==> src/hdl/adc_oversample_accumulator_top_macros.svh <==
// Assertion macros for the ADC oversampling accumulator.
// Used by adc_oversample_accumulator_top; needs nothing else.
`ifndef ADC_OVERSAMPLE_ACCUMULATOR_TOP_MACROS_SVH
`define ADC_OVERSAMPLE_ACCUMULATOR_TOP_MACROS_SVH

// Same-cycle implication, checked out of reset.
`define AOA_ASSERT_NOW(label, clk, rst_n, ante, cons, msg) \
    label: assert property (@(posedge clk) disable iff (!(rst_n)) (ante) |-> (cons)) \
        else $error(msg);

// Next-cycle implication, checked out of reset.
`define AOA_ASSERT_NEXT(label, clk, rst_n, ante, cons, msg) \
    label: assert property (@(posedge clk) disable iff (!(rst_n)) (ante) |=> (cons)) \
        else $error(msg);

`endif

==> src/hdl/aoa_pkg.sv <==
// Shared types, constants and the channel-to-slot map of the ADC
// oversampling accumulator. No dependencies.
`timescale 1ns / 1ps

package aoa_pkg;

    localparam int NUM_SETS_DEF  = 3;
    localparam int NUM_SLOTS_DEF = 5;

    localparam int CMD_W   = 2;
    localparam int CHAN_W  = 8;
    localparam int VALUE_W = 10;
    localparam int RSLOT_W = 3;
    localparam int SUM_W   = 22;
    localparam int MV_W    = 13;
    localparam int OSC_W   = 13;

    localparam logic [CMD_W-1:0] CMD_SAMPLE = 2'd0;
    localparam logic [CMD_W-1:0] CMD_READ   = 2'd1;
    localparam logic [CMD_W-1:0] CMD_POLL   = 2'd2;

    localparam logic [CHAN_W-1:0] ROUND_CHANNEL = 8'd8;
    localparam logic [OSC_W-1:0]  OSC_RESET     = 13'd1000;
    localparam logic [SUM_W-1:0]  SUM_MAX       = {SUM_W{1'b1}};

    // millivolts = sum * 18 / 10240 = (sum * MV_MUL) >> MV_SHIFT, exact for 22-bit sums.
    localparam int              MV_SHIFT = 36;
    localparam int              MV_MUL_W = 27;
    localparam logic [MV_MUL_W-1:0] MV_MUL = 27'd120795956;

    typedef struct packed {
        logic       hit;
        logic [3:0] slot;
    } t_slot_hit;

    function automatic t_slot_hit channel_slot(input logic [CHAN_W-1:0] ch);
        t_slot_hit r;
        r.hit  = 1'b1;
        r.slot = 4'd0;
        unique case (ch)
            8'd1:    r.slot = 4'd0;
            8'd2:    r.slot = 4'd1;
            8'd6:    r.slot = 4'd2;
            8'd7:    r.slot = 4'd3;
            8'd8:    r.slot = 4'd4;
            default: r.hit  = 1'b0;
        endcase
        return r;
    endfunction

endpackage

==> src/hdl/adc_oversample_accumulator_top.sv <==
// Top level of the ADC oversampling accumulator: fill lanes, published
// lanes, round counter and the result register. Depends on aoa_pkg and
// adc_oversample_accumulator_top_macros.svh.
`timescale 1ns / 1ps
`include "adc_oversample_accumulator_top_macros.svh"

// Usage
// The input channel (i_valid/o_ready) carries one command per beat: an ADC
// sample, a slot read of the published set, or a poll for a new set. Reads
// and polls each produce one beat on the output channel (o_valid/i_ready);
// samples produce none. The configuration channel (i_cfg_valid/o_cfg_ready)
// writes the oversample count and is always ready; write it while idle.
// A sample is summed into the fill lanes in the cycle it is accepted; when
// the round counter reaches the oversample count the fill lanes move to the
// published lanes at once and the fill lanes restart from zero.
// A read or poll result appears in the result register in the cycle after its acceptance.
// Throughput: one command per cycle, set by the single result register;
// o_ready drops only while a result waits and i_ready is low, so a stalled
// receiver holds the result and blocks further commands until it is taken.
// Reset (synchronous, active low) zeroes all lane sums and the round counter,
// marks no set published or polled, and loads an oversample count of 1000.
module adc_oversample_accumulator_top #(
    parameter int NUM_SETS  = aoa_pkg::NUM_SETS_DEF,
    parameter int NUM_SLOTS = aoa_pkg::NUM_SLOTS_DEF
) (
    input  logic                        i_clk,
    input  logic                        i_rst_n,
    input  logic                        i_cfg_valid,
    output logic                        o_cfg_ready,
    input  logic [aoa_pkg::OSC_W-1:0]   i_cfg_data,
    input  logic                        i_valid,
    output logic                        o_ready,
    input  logic [aoa_pkg::CMD_W-1:0]   i_cmd,
    input  logic [aoa_pkg::CHAN_W-1:0]  i_adc_channel,
    input  logic [aoa_pkg::VALUE_W-1:0] i_adc_value,
    input  logic [aoa_pkg::RSLOT_W-1:0] i_read_slot,
    output logic                        o_valid,
    input  logic                        i_ready,
    output logic [aoa_pkg::SUM_W-1:0]   o_sum,
    output logic [aoa_pkg::MV_W-1:0]    o_millivolts,
    output logic                        o_valid_res,
    output logic                        o_new_results
);
    import aoa_pkg::*;

    localparam int SET_W = $clog2(NUM_SETS + 1);
    localparam logic [SET_W-1:0] SET_NONE = {SET_W{1'b1}};
    localparam logic [SET_W-1:0] SET_LAST = SET_W'(NUM_SETS - 1);

    logic [OSC_W-1:0] r_os_count;
    logic [OSC_W-1:0] r_round_cnt, n_round_cnt;
    logic [SET_W-1:0] r_fill_set, n_fill_set;
    logic [SET_W-1:0] r_pub_set, n_pub_set;
    logic [SET_W-1:0] r_poll_set, n_poll_set;
    logic [SUM_W-1:0] r_fill [NUM_SLOTS];
    logic [SUM_W-1:0] n_fill [NUM_SLOTS];
    logic [SUM_W-1:0] r_pub  [NUM_SLOTS];

    logic             r_out_valid, n_out_valid;
    logic [SUM_W-1:0] r_out_sum, n_out_sum;
    logic [MV_W-1:0]  r_out_mv, n_out_mv;
    logic             r_out_vres, n_out_vres;
    logic             r_out_new, n_out_new;

    logic                      in_accept;
    logic                      is_sample;
    logic                      publish;
    logic                      have_set;
    t_slot_hit                 slot_hit;
    logic                      slot_ok;
    logic [SUM_W:0]            add_wide;
    logic [SUM_W-1:0]          rd_sum;
    logic [SUM_W+MV_MUL_W-1:0] mv_prod;

    assign o_cfg_ready = 1'b1;
    assign o_ready     = !r_out_valid || i_ready;
    assign in_accept   = i_valid && o_ready;
    assign is_sample   = in_accept && (i_cmd == CMD_SAMPLE);
    assign have_set    = (r_pub_set != SET_NONE);

    assign slot_hit = channel_slot(i_adc_channel);
    assign slot_ok  = slot_hit.hit && (slot_hit.slot < 4'(NUM_SLOTS));

    always_comb begin
        n_round_cnt = r_round_cnt;
        publish     = 1'b0;
        if (is_sample && (i_adc_channel == ROUND_CHANNEL)) begin
            n_round_cnt = r_round_cnt + OSC_W'(1);
            if (n_round_cnt >= r_os_count) begin
                n_round_cnt = '0;
                publish     = 1'b1;
            end
        end
    end

    // Each lane adds only when the sample targets it, saturating at full scale.
    always_comb begin
        add_wide = '0;
        for (int i = 0; i < NUM_SLOTS; i++) begin
            n_fill[i] = r_fill[i];
            if (is_sample && slot_ok && (slot_hit.slot == 4'(i))) begin
                add_wide  = {1'b0, r_fill[i]} + (SUM_W + 1)'(i_adc_value);
                n_fill[i] = add_wide[SUM_W] ? SUM_MAX : add_wide[SUM_W-1:0];
            end
        end
    end

    always_comb begin
        n_fill_set = r_fill_set;
        n_pub_set  = r_pub_set;
        if (publish) begin
            n_pub_set  = r_fill_set;
            n_fill_set = (r_fill_set == SET_LAST) ? '0 : r_fill_set + SET_W'(1);
        end
    end

    always_comb begin
        rd_sum = '0;
        for (int i = 0; i < NUM_SLOTS; i++) begin
            if (have_set && (4'(i_read_slot) == 4'(i))) begin
                rd_sum = r_pub[i];
            end
        end
    end

    assign mv_prod = (SUM_W + MV_MUL_W)'(rd_sum) * (SUM_W + MV_MUL_W)'(MV_MUL);

    always_comb begin
        n_out_valid = r_out_valid && !i_ready;
        n_out_sum   = r_out_sum;
        n_out_mv    = r_out_mv;
        n_out_vres  = r_out_vres;
        n_out_new   = r_out_new;
        n_poll_set  = r_poll_set;
        if (in_accept && (i_cmd == CMD_READ)) begin
            n_out_valid = 1'b1;
            n_out_sum   = rd_sum;
            n_out_mv    = mv_prod[MV_SHIFT +: MV_W];
            n_out_vres  = have_set;
            n_out_new   = 1'b0;
        end else if (in_accept && (i_cmd == CMD_POLL)) begin
            n_out_valid = 1'b1;
            n_out_sum   = '0;
            n_out_mv    = '0;
            n_out_vres  = have_set;
            n_out_new   = (r_poll_set != r_pub_set);
            n_poll_set  = r_pub_set;
        end
    end

    always_ff @(posedge i_clk) begin
        if (!i_rst_n) begin
            r_os_count  <= OSC_RESET;
            r_round_cnt <= '0;
            r_fill_set  <= '0;
            r_pub_set   <= SET_NONE;
            r_poll_set  <= SET_NONE;
            r_out_valid <= 1'b0;
            for (int i = 0; i < NUM_SLOTS; i++) begin
                r_fill[i] <= '0;
                r_pub[i]  <= '0;
            end
        end else begin
            if (i_cfg_valid) begin
                r_os_count <= i_cfg_data;
            end
            r_round_cnt <= n_round_cnt;
            r_fill_set  <= n_fill_set;
            r_pub_set   <= n_pub_set;
            r_poll_set  <= n_poll_set;
            r_out_valid <= n_out_valid;
            for (int i = 0; i < NUM_SLOTS; i++) begin
                r_fill[i] <= publish ? '0 : n_fill[i];
                if (publish) begin
                    r_pub[i] <= n_fill[i];
                end
            end
        end
    end

    always_ff @(posedge i_clk) begin
        r_out_sum  <= n_out_sum;
        r_out_mv   <= n_out_mv;
        r_out_vres <= n_out_vres;
        r_out_new  <= n_out_new;
    end

    assign o_valid       = r_out_valid;
    assign o_sum         = r_out_sum;
    assign o_millivolts  = r_out_mv;
    assign o_valid_res   = r_out_vres;
    assign o_new_results = r_out_new;

    `AOA_ASSERT_NOW(a_fill_not_pub, i_clk, i_rst_n, r_pub_set != SET_NONE, r_fill_set != r_pub_set, "fill set equals published set")
    `AOA_ASSERT_NOW(a_fill_range, i_clk, i_rst_n, 1'b1, r_fill_set <= SET_LAST, "fill set index out of range")
    `AOA_ASSERT_NEXT(a_pub_sticky, i_clk, i_rst_n, r_pub_set != SET_NONE, r_pub_set != SET_NONE, "published set lost")
    `AOA_ASSERT_NEXT(a_round_clear, i_clk, i_rst_n, publish, r_round_cnt == '0, "round counter not cleared on publish")
    `AOA_ASSERT_NOW(a_new_needs_set, i_clk, i_rst_n, r_out_valid && r_out_new, r_out_vres && (r_out_sum == '0), "new-set report without published set")

endmodule

==> config.mk <==
export PLATFORM = sky130hd
export DESIGN_NAME = adc_oversample_accumulator_top
export DESIGN_NICKNAME = d
export VERILOG_FILES = /design/src/hdl/aoa_pkg.sv /design/src/hdl/adc_oversample_accumulator_top.sv
export VERILOG_INCLUDE_DIRS = /design/src /design/src/hdl
export SDC_FILE = /design/constraint.sdc
export NUM_CORES = 1
export LEC_CHECK = 0
export BUFFER_PORTS_ARGS = -buffer_cell sky130_fd_sc_hd__buf_4
export CAP_MARGIN = 25
export CORE_AREA = 2 2 203 205
export DETAILED_ROUTE_END_ITERATION = 10
export DIE_AREA = 0 0 205 207
export GPL_ROUTABILITY_DRIVEN = 0
export GPL_TIMING_DRIVEN = 0
export PLACE_DENSITY_LB_ADDON = 0.3
export SYNTH_ARGS = -nofsm -noshare
export SYNTH_HDL_FRONTEND = slang
export SYNTH_SLANG_ARGS = --single-unit
==> constraint.sdc <==
create_clock -name i_clk -period 18.1 [get_ports i_clk]
set_clock_uncertainty 0.15 [all_clocks]
set_input_delay 0.905 -clock i_clk [delete_from_list [all_inputs] [get_ports i_clk]]
set_output_delay 0.905 -clock i_clk [all_outputs]
set_load 0.01 [all_outputs]
==> flow_summary.toml, run 1 <==
[finish]
fin_area_sq_mm = 0.0256
final_cell_count_no_fill = 3048
area_growth_pct = 10.9
fillers = 3251
layout-drive-gt1-share_pct = 8.62
diodes = 0
seqCellArea_sq_mm = 0.00727
fin_nets = 2967
multi_input_area_sq_mm = 0.0142

[synthesis]
ys_types = 86
ys_warn_count = 0
yosysMostFrequentCell = "inv_1"
synthXorXnorAreaFrac_pct = 3.00
ys_seq_elements = 290
netlist_area_sq_mm = 0.0231
syn_avg_cell_area_sq_um = 9.74
synth-simple-area-share_pct = 13.7
syn_inst = 2367
synthesis.nets = 2844
synthAdderAreaFrac_pct = 29.1
synth_top_area_share_pct = 19.0
synth_top_family_by_area = "adder cells"
ys_seq_area_share_pct = 31.5
yosysTopAreaCell = "edfxtp_1"
async_reset_ff_share_pct = 0
ys.flop_type = "edfxtp_1"
synth.area.mux_share_pct = 2.58
synth_edf_count = 146
ys_top_cells_by_count = "341 x inv_1, 269 x ha_1, 259 x nor2_1"
synth-compound-area-share_pct = 13.1
netlist_top_cells_area = "edfxtp_1 19%, ha_1 15%, fa_1 14%, dfxtp_1 13%, inv_1 5.6%"

[critical_path]
required_ps = 18240
rr_worst_depth = 27
end_kind = "register"
cp_max_fo = 10
cp.arrival_ps = 10370
crit_slowest_cell = "a221oi_1"
critPathKind = "primary input to register"
cp_common_cell = "fa_1"
startpoint_type = "primary input"
cp_slowest_stage_delay_ps = 880

[timing]
fin_crit_sh_pct = 56.5
hold_viol = 0
clock.fmax_mhz = 97.7
period_minus_slack_ps = 10230
setup_tns_ps = 0
rsz0062_at_grt = "false"
relSlewSlack_pct = 17.7
drv_slew = 0
finalSetupViolations = 0
worstMarginPinSlew_ps = 1230

[floorplan]
io-pin-count = 81
core-area_sq_mm = 0.0404
dieArea_sq_mm = 0.0424
core.rowCount = 74
die_width_microns = 205
die_height_microns = 207
start_util_pct = 57.1

[detailed_routing]
antenna_left = 0
via_count = 18450
wl_microns = 63200
wl_per_cell_microns = 20.7
vias_per_cell = 6.05
drt_pass1_iterations = 6
remaining_drc_errors = 0
drtIter0Drc = 1758

[clocking]
cts_buffer_depth = 3
numCtsBuffers = 36
cts_tree = "built"
path_clk_slew_ps = 50
clkLatencyLatePin_ps = 560
ctsResizeCount = 0
hold_buffers = 0
ctsRootBufferMaster = "clkbuf_16"
cts_sinks = 290
cts_setup_buffers = 0
htree_levels = 2

[grt]
grt_overflow = 0
grt_usage_pct = 29.5
grt_pass1_vias = 17934
grt_max_degree = 73
antenna_found_initial = 1
grt_pass1_wl_microns = 96400

[place]
dpl.hpwl_microns = 49700
placed_cells = 2981
portBuffers = 77
placement.cell_area_sq_mm = 0.0244

[power_and_ir_drop]
leakagePower_nw = 11.8
cellPowerDensity_mw_per_mm2 = 59.7
vdd.ir_drop.worst_mv = 0.0838
power_w = 0.00153

[run]
cap_violations = 0

[worst_hold_path]
hold_path_depth = 2
hold_path_class = "register to register"

[outcome]
status = "completed"
[routing by layer]
metal	wire, microns	part of all wire [%]	GRT usage [%]
met3	5100	8.1	4.83
met1	25000	40	38.3
met5	17	0.027	0
met4	3190	5.0	14.2
met2	29900	47	48.1
[critical path: cells and delay by family]
family | cells | cell delay (ps)
compound gates | 9 | 3060
fa+ha+maj | 8 | 3890
mux | 2 | 840
simple gates | 2 | 190
buf+inv | 8 | 1480
[power breakdown]
part           total (W)  internal (W)  switching, W
Combinational  0.0000808     0.0000284     0.0000523
Clock           0.000734      0.000439      0.000295
Sequential      0.000712      0.000705    0.00000694
[registers in the layout (all words and copies together), names as in the netlist]
name,count
r_pub_set,2
r_fill,110
r_fill_set,2
o_valid_res,1
r_round_cnt,13
o_valid,1
o_millivolts,13
r_poll_set,2
o_new_results,1
r_pub,110
o_sum,22
r_os_count,13
[final timing paths]
| check | start | to | slack (ps) |
|---|---|---|---|
| max | i_read_slot[0] | o_millivolts[11]$_SDFFCE_PN0P_ | 7870 |
| min | r_round_cnt[1]$_SDFFE_PN0P_ | r_round_cnt[1]$_SDFFE_PN0P_ | 320 |
| max reg2reg | r_pub_set[1]$_SDFFE_PN1P_ | o_millivolts[11]$_SDFFCE_PN0P_ | 8250 |
| min reg2reg | r_round_cnt[1]$_SDFFE_PN0P_ | r_round_cnt[1]$_SDFFE_PN0P_ | 320 |
[placed cells by master, fill, tap and decap left out, drive strengths merged, types with 8 or more instances in the layout]
cell type	netlist	layout
a211oi	44	44
a21o	33	33
a21oi	129	129
a221oi	14	14
a22oi	17	17
a31oi	17	17
a41oi	8	8
and2	14	14
and3	39	39
and4	12	12
buf	31	115
clkbuf	43	94
dfxtp	144	144
edfxtp	146	146
fa	167	167
ha	269	269
inv	341	343
mux2	13	13
mux2i	38	38
nand2	108	108
nand2b	21	21
nand3	38	38
nand4	24	24
nor2	259	259
nor2b	30	30
nor3	56	56
nor3b	8	8
o211ai	21	21
o21a	19	19
o21ai	51	51
o21bai	9	9
o22ai	12	12
o31ai	12	12
or3	8	8
xnor2	58	58
xor2	21	21
[per-stage QoR]
stage | util (%) | worst slack (ps) | hold WS (ps)
global route | 63.3 | 7550 | 351
floorplan | - | 9420 | 294
global placement | 60.2 | 7250 | 307
CTS | 63.3 | 7820 | 324
detailed placement | 60.3 | 7310 | 317
finish | 63.3 | 7870 | 322
[kinds of logic after synthesis]
group / Yosys count
buf+inv: 415
flops: 290
other cells: 1
xor+xnor: 79
fa+ha+maj: 436
simple gates: 647
compound gates: 445
mux: 54
[area by class of cell]
class | instances | share of cell area (%)
timing repair buffer | 85 | 2.53
inverter | 341 | 5.01
multi-input combinational | 1662 | 55.5
clock inverter | 14 | 0.680
clock buffer | 50 | 3.98
buffer | 74 | 1.29
sequential | 290 | 28.4
tap | 532 | 2.60
Power figures use the tool's default switching activity.
==> inputs of run 2 (changes only) <==
==> constraint.sdc (replaced) <==
create_clock -name i_clk -period 8.25 [get_ports i_clk]
set_clock_uncertainty 0.15 [all_clocks]
set_input_delay 0.4125 -clock i_clk [delete_from_list [all_inputs] [get_ports i_clk]]
set_output_delay 0.4125 -clock i_clk [all_outputs]
set_load 0.01 [all_outputs]
==> flow_summary.toml, run 2 (same netlist as run 1, synthesis figures left out) <==
[outcome]
status = "completed"

[critical_path]
cp_max_fo = 10
rr_startpoint = "r_pub_set[1]$_SDFFE_PN1P_"
crit_slowest_cell = "fa_1"
required_ps = 8400
critPathKind = "register to register"
cp-startpoint = "r_pub_set[1]$_SDFFE_PN1P_"
cp.arrival_ps = 8170
startpoint_type = "register"
end_kind = "register"
cp_slowest_stage_delay_ps = 550
cp_common_cell = "inv_1"

[detailed_routing]
vias_per_cell = 6.03
drt_pass1_iterations = 5
wl_met2_microns = 30100
dr_wl_met3_microns = 5170
wl_per_cell_microns = 20.9
via_count = 18554
drtIter0Drc = 1766
dr.max_layer_used = "met5"
antenna_left = 0
wl_met1_microns = 25400
remaining_drc_errors = 0
wl_microns = 64300

[grt]
grt_overflow = 0
grt_max_degree = 73
grt_pass1_wl_microns = 98000
antenna_found_initial = 1
grt_pass1_vias = 18201
grt_usage_pct = 30.0

[finish]
finish.utilization_pct = 64.9
mostFrequentLayoutCells = "334 x inv_1, 269 x ha_1, 257 x nor2_1"
fillers = 3167
multi_input_area_sq_mm = 0.0145
fin_nets = 2997
seqCellArea_sq_mm = 0.00727
final_cell_count_no_fill = 3078
area_growth_pct = 13.7
layout-drive-gt1-share_pct = 11.3
diodes = 0
layout_commonest_cell = "inv_1"
fin_area_sq_mm = 0.0262

[power_and_ir_drop]
leakagePower_nw = 12.0
vdd.ir_drop.worst_mv = 0.184
power_w = 0.00337
cellPowerDensity_mw_per_mm2 = 128

[timing]
hold_viol = 0
period_minus_slack_ps = 8030
finalWorstSetupSlack_ps = 224
fin_crit_sh_pct = 97.3
worstMarginPinSlew_ps = 1010
rsz0062_at_grt = "false"
relSlewSlack_pct = 33.0
drv_slew = 0
finalSetupViolations = 0
clock.fmax_mhz = 125

[worst_hold_path]
min_from = "i_cmd[0]"
hold_path_class = "primary input to register"

[clocking]
cts_buffer_depth = 3
numCtsBuffers = 36
htree_levels = 2
cts_tree = "built"
ctsRootBufferMaster = "clkbuf_16"
clkLatencyLatePin_ps = 560
path_clk_slew_ps = 50
cts_sinks = 290

[floorplan]
io-pin-count = 81
dieArea_sq_mm = 0.0424
core.rowCount = 74
core-area_sq_mm = 0.0404
die_width_microns = 205
die_height_microns = 207
start_util_pct = 57.1

[place]
place_ws_ps = -2050
dpl.hpwl_microns = 49700
placement.cell_area_sq_mm = 0.0244
portBuffers = 77
placed_cells = 2981

[run]
cap_violations = 0
[run 2: cell types whose count changed in the layout (fill, tap and decap cells not counted), moves of 3 or more]
cell / before / now
buf_4: 83 / 105
dlygate4sd3_1: 0 / 13
a221oi_1: 14 / 2
a221oi_4: 0 / 10
clkbuf_1: 54 / 47
inv_1: 341 / 334
inv_2: 0 / 6
o21ai_0: 48 / 44
buf_2: 27 / 24
o21ai_2: 1 / 4
[run 2: path summary, 6_finish.rpt]
| kind | depth (start not counted) | slack [ps] | to |
|---|---|---|---|
| worst max-delay path | 28 | 220 | o_millivolts[11]$_SDFFCE_PN0P_ |
| worst min-delay path | 2 | 20 | o_new_results$_SDFFE_PP0P_ |
| worst max register to register | 28 | 220 | o_millivolts[11]$_SDFFCE_PN0P_ |
| worst min register to register | 2 | 320 | r_round_cnt[1]$_SDFFE_PN0P_ |
[run 2: timing repair]
action,CTS,global route
pin swaps,3,9
gates resized for setup,61,25
hold buffers,13,0
buffers inserted,7,15
cloned,0,1
endpoints found under the setup margin,13,11
endpoints found under the hold margin,13,0
[run 2: metal layers]
metal	vias to the layer above	global-route usage, %
met4	2	15.6
met1	9016	38.9
met2	812	48.6
li1	8528	-
met3	196	4.56
met5	-	0
[run 2: area by class of cell]
class                   instances  area share, %
well taps                     532           2.54
clock buffers                  50           3.88
clock inverters                14          0.663
plain buffers                  71           1.35
inverters                     341           4.90
multi-input cells            1663           55.4
repair buffers                117           3.55
flip-flops and latches        290           27.7
[run 2: through the flow]
step | hold slack, ps | setup TNS [ps]
2_1_floorplan | 294 | 0
3_3_place_gp | 307 | -24070
3_5_place_dp | 317 | -22880
4_1_cts | 2.58 | 0
5_1_grt | 11.4 | 0
6_report | 19.4 | 0
[run 2: report_power, final]
part	switching [W]	internal, W
sequential	0.0000179	0.00155
combinational	0.000118	0.0000677
clock	0.000653	0.000964
total	0.000788	0.00258
[run 2: worst max-delay path, delay by kind of cell (launching register included)]
kind | cells | cell delay [ps]
mux | 1 | 360
flops | 1 | 410
buf+inv | 8 | 920
fa+ha+maj | 8 | 3800
simple gates | 3 | 380
compound gates | 8 | 1750
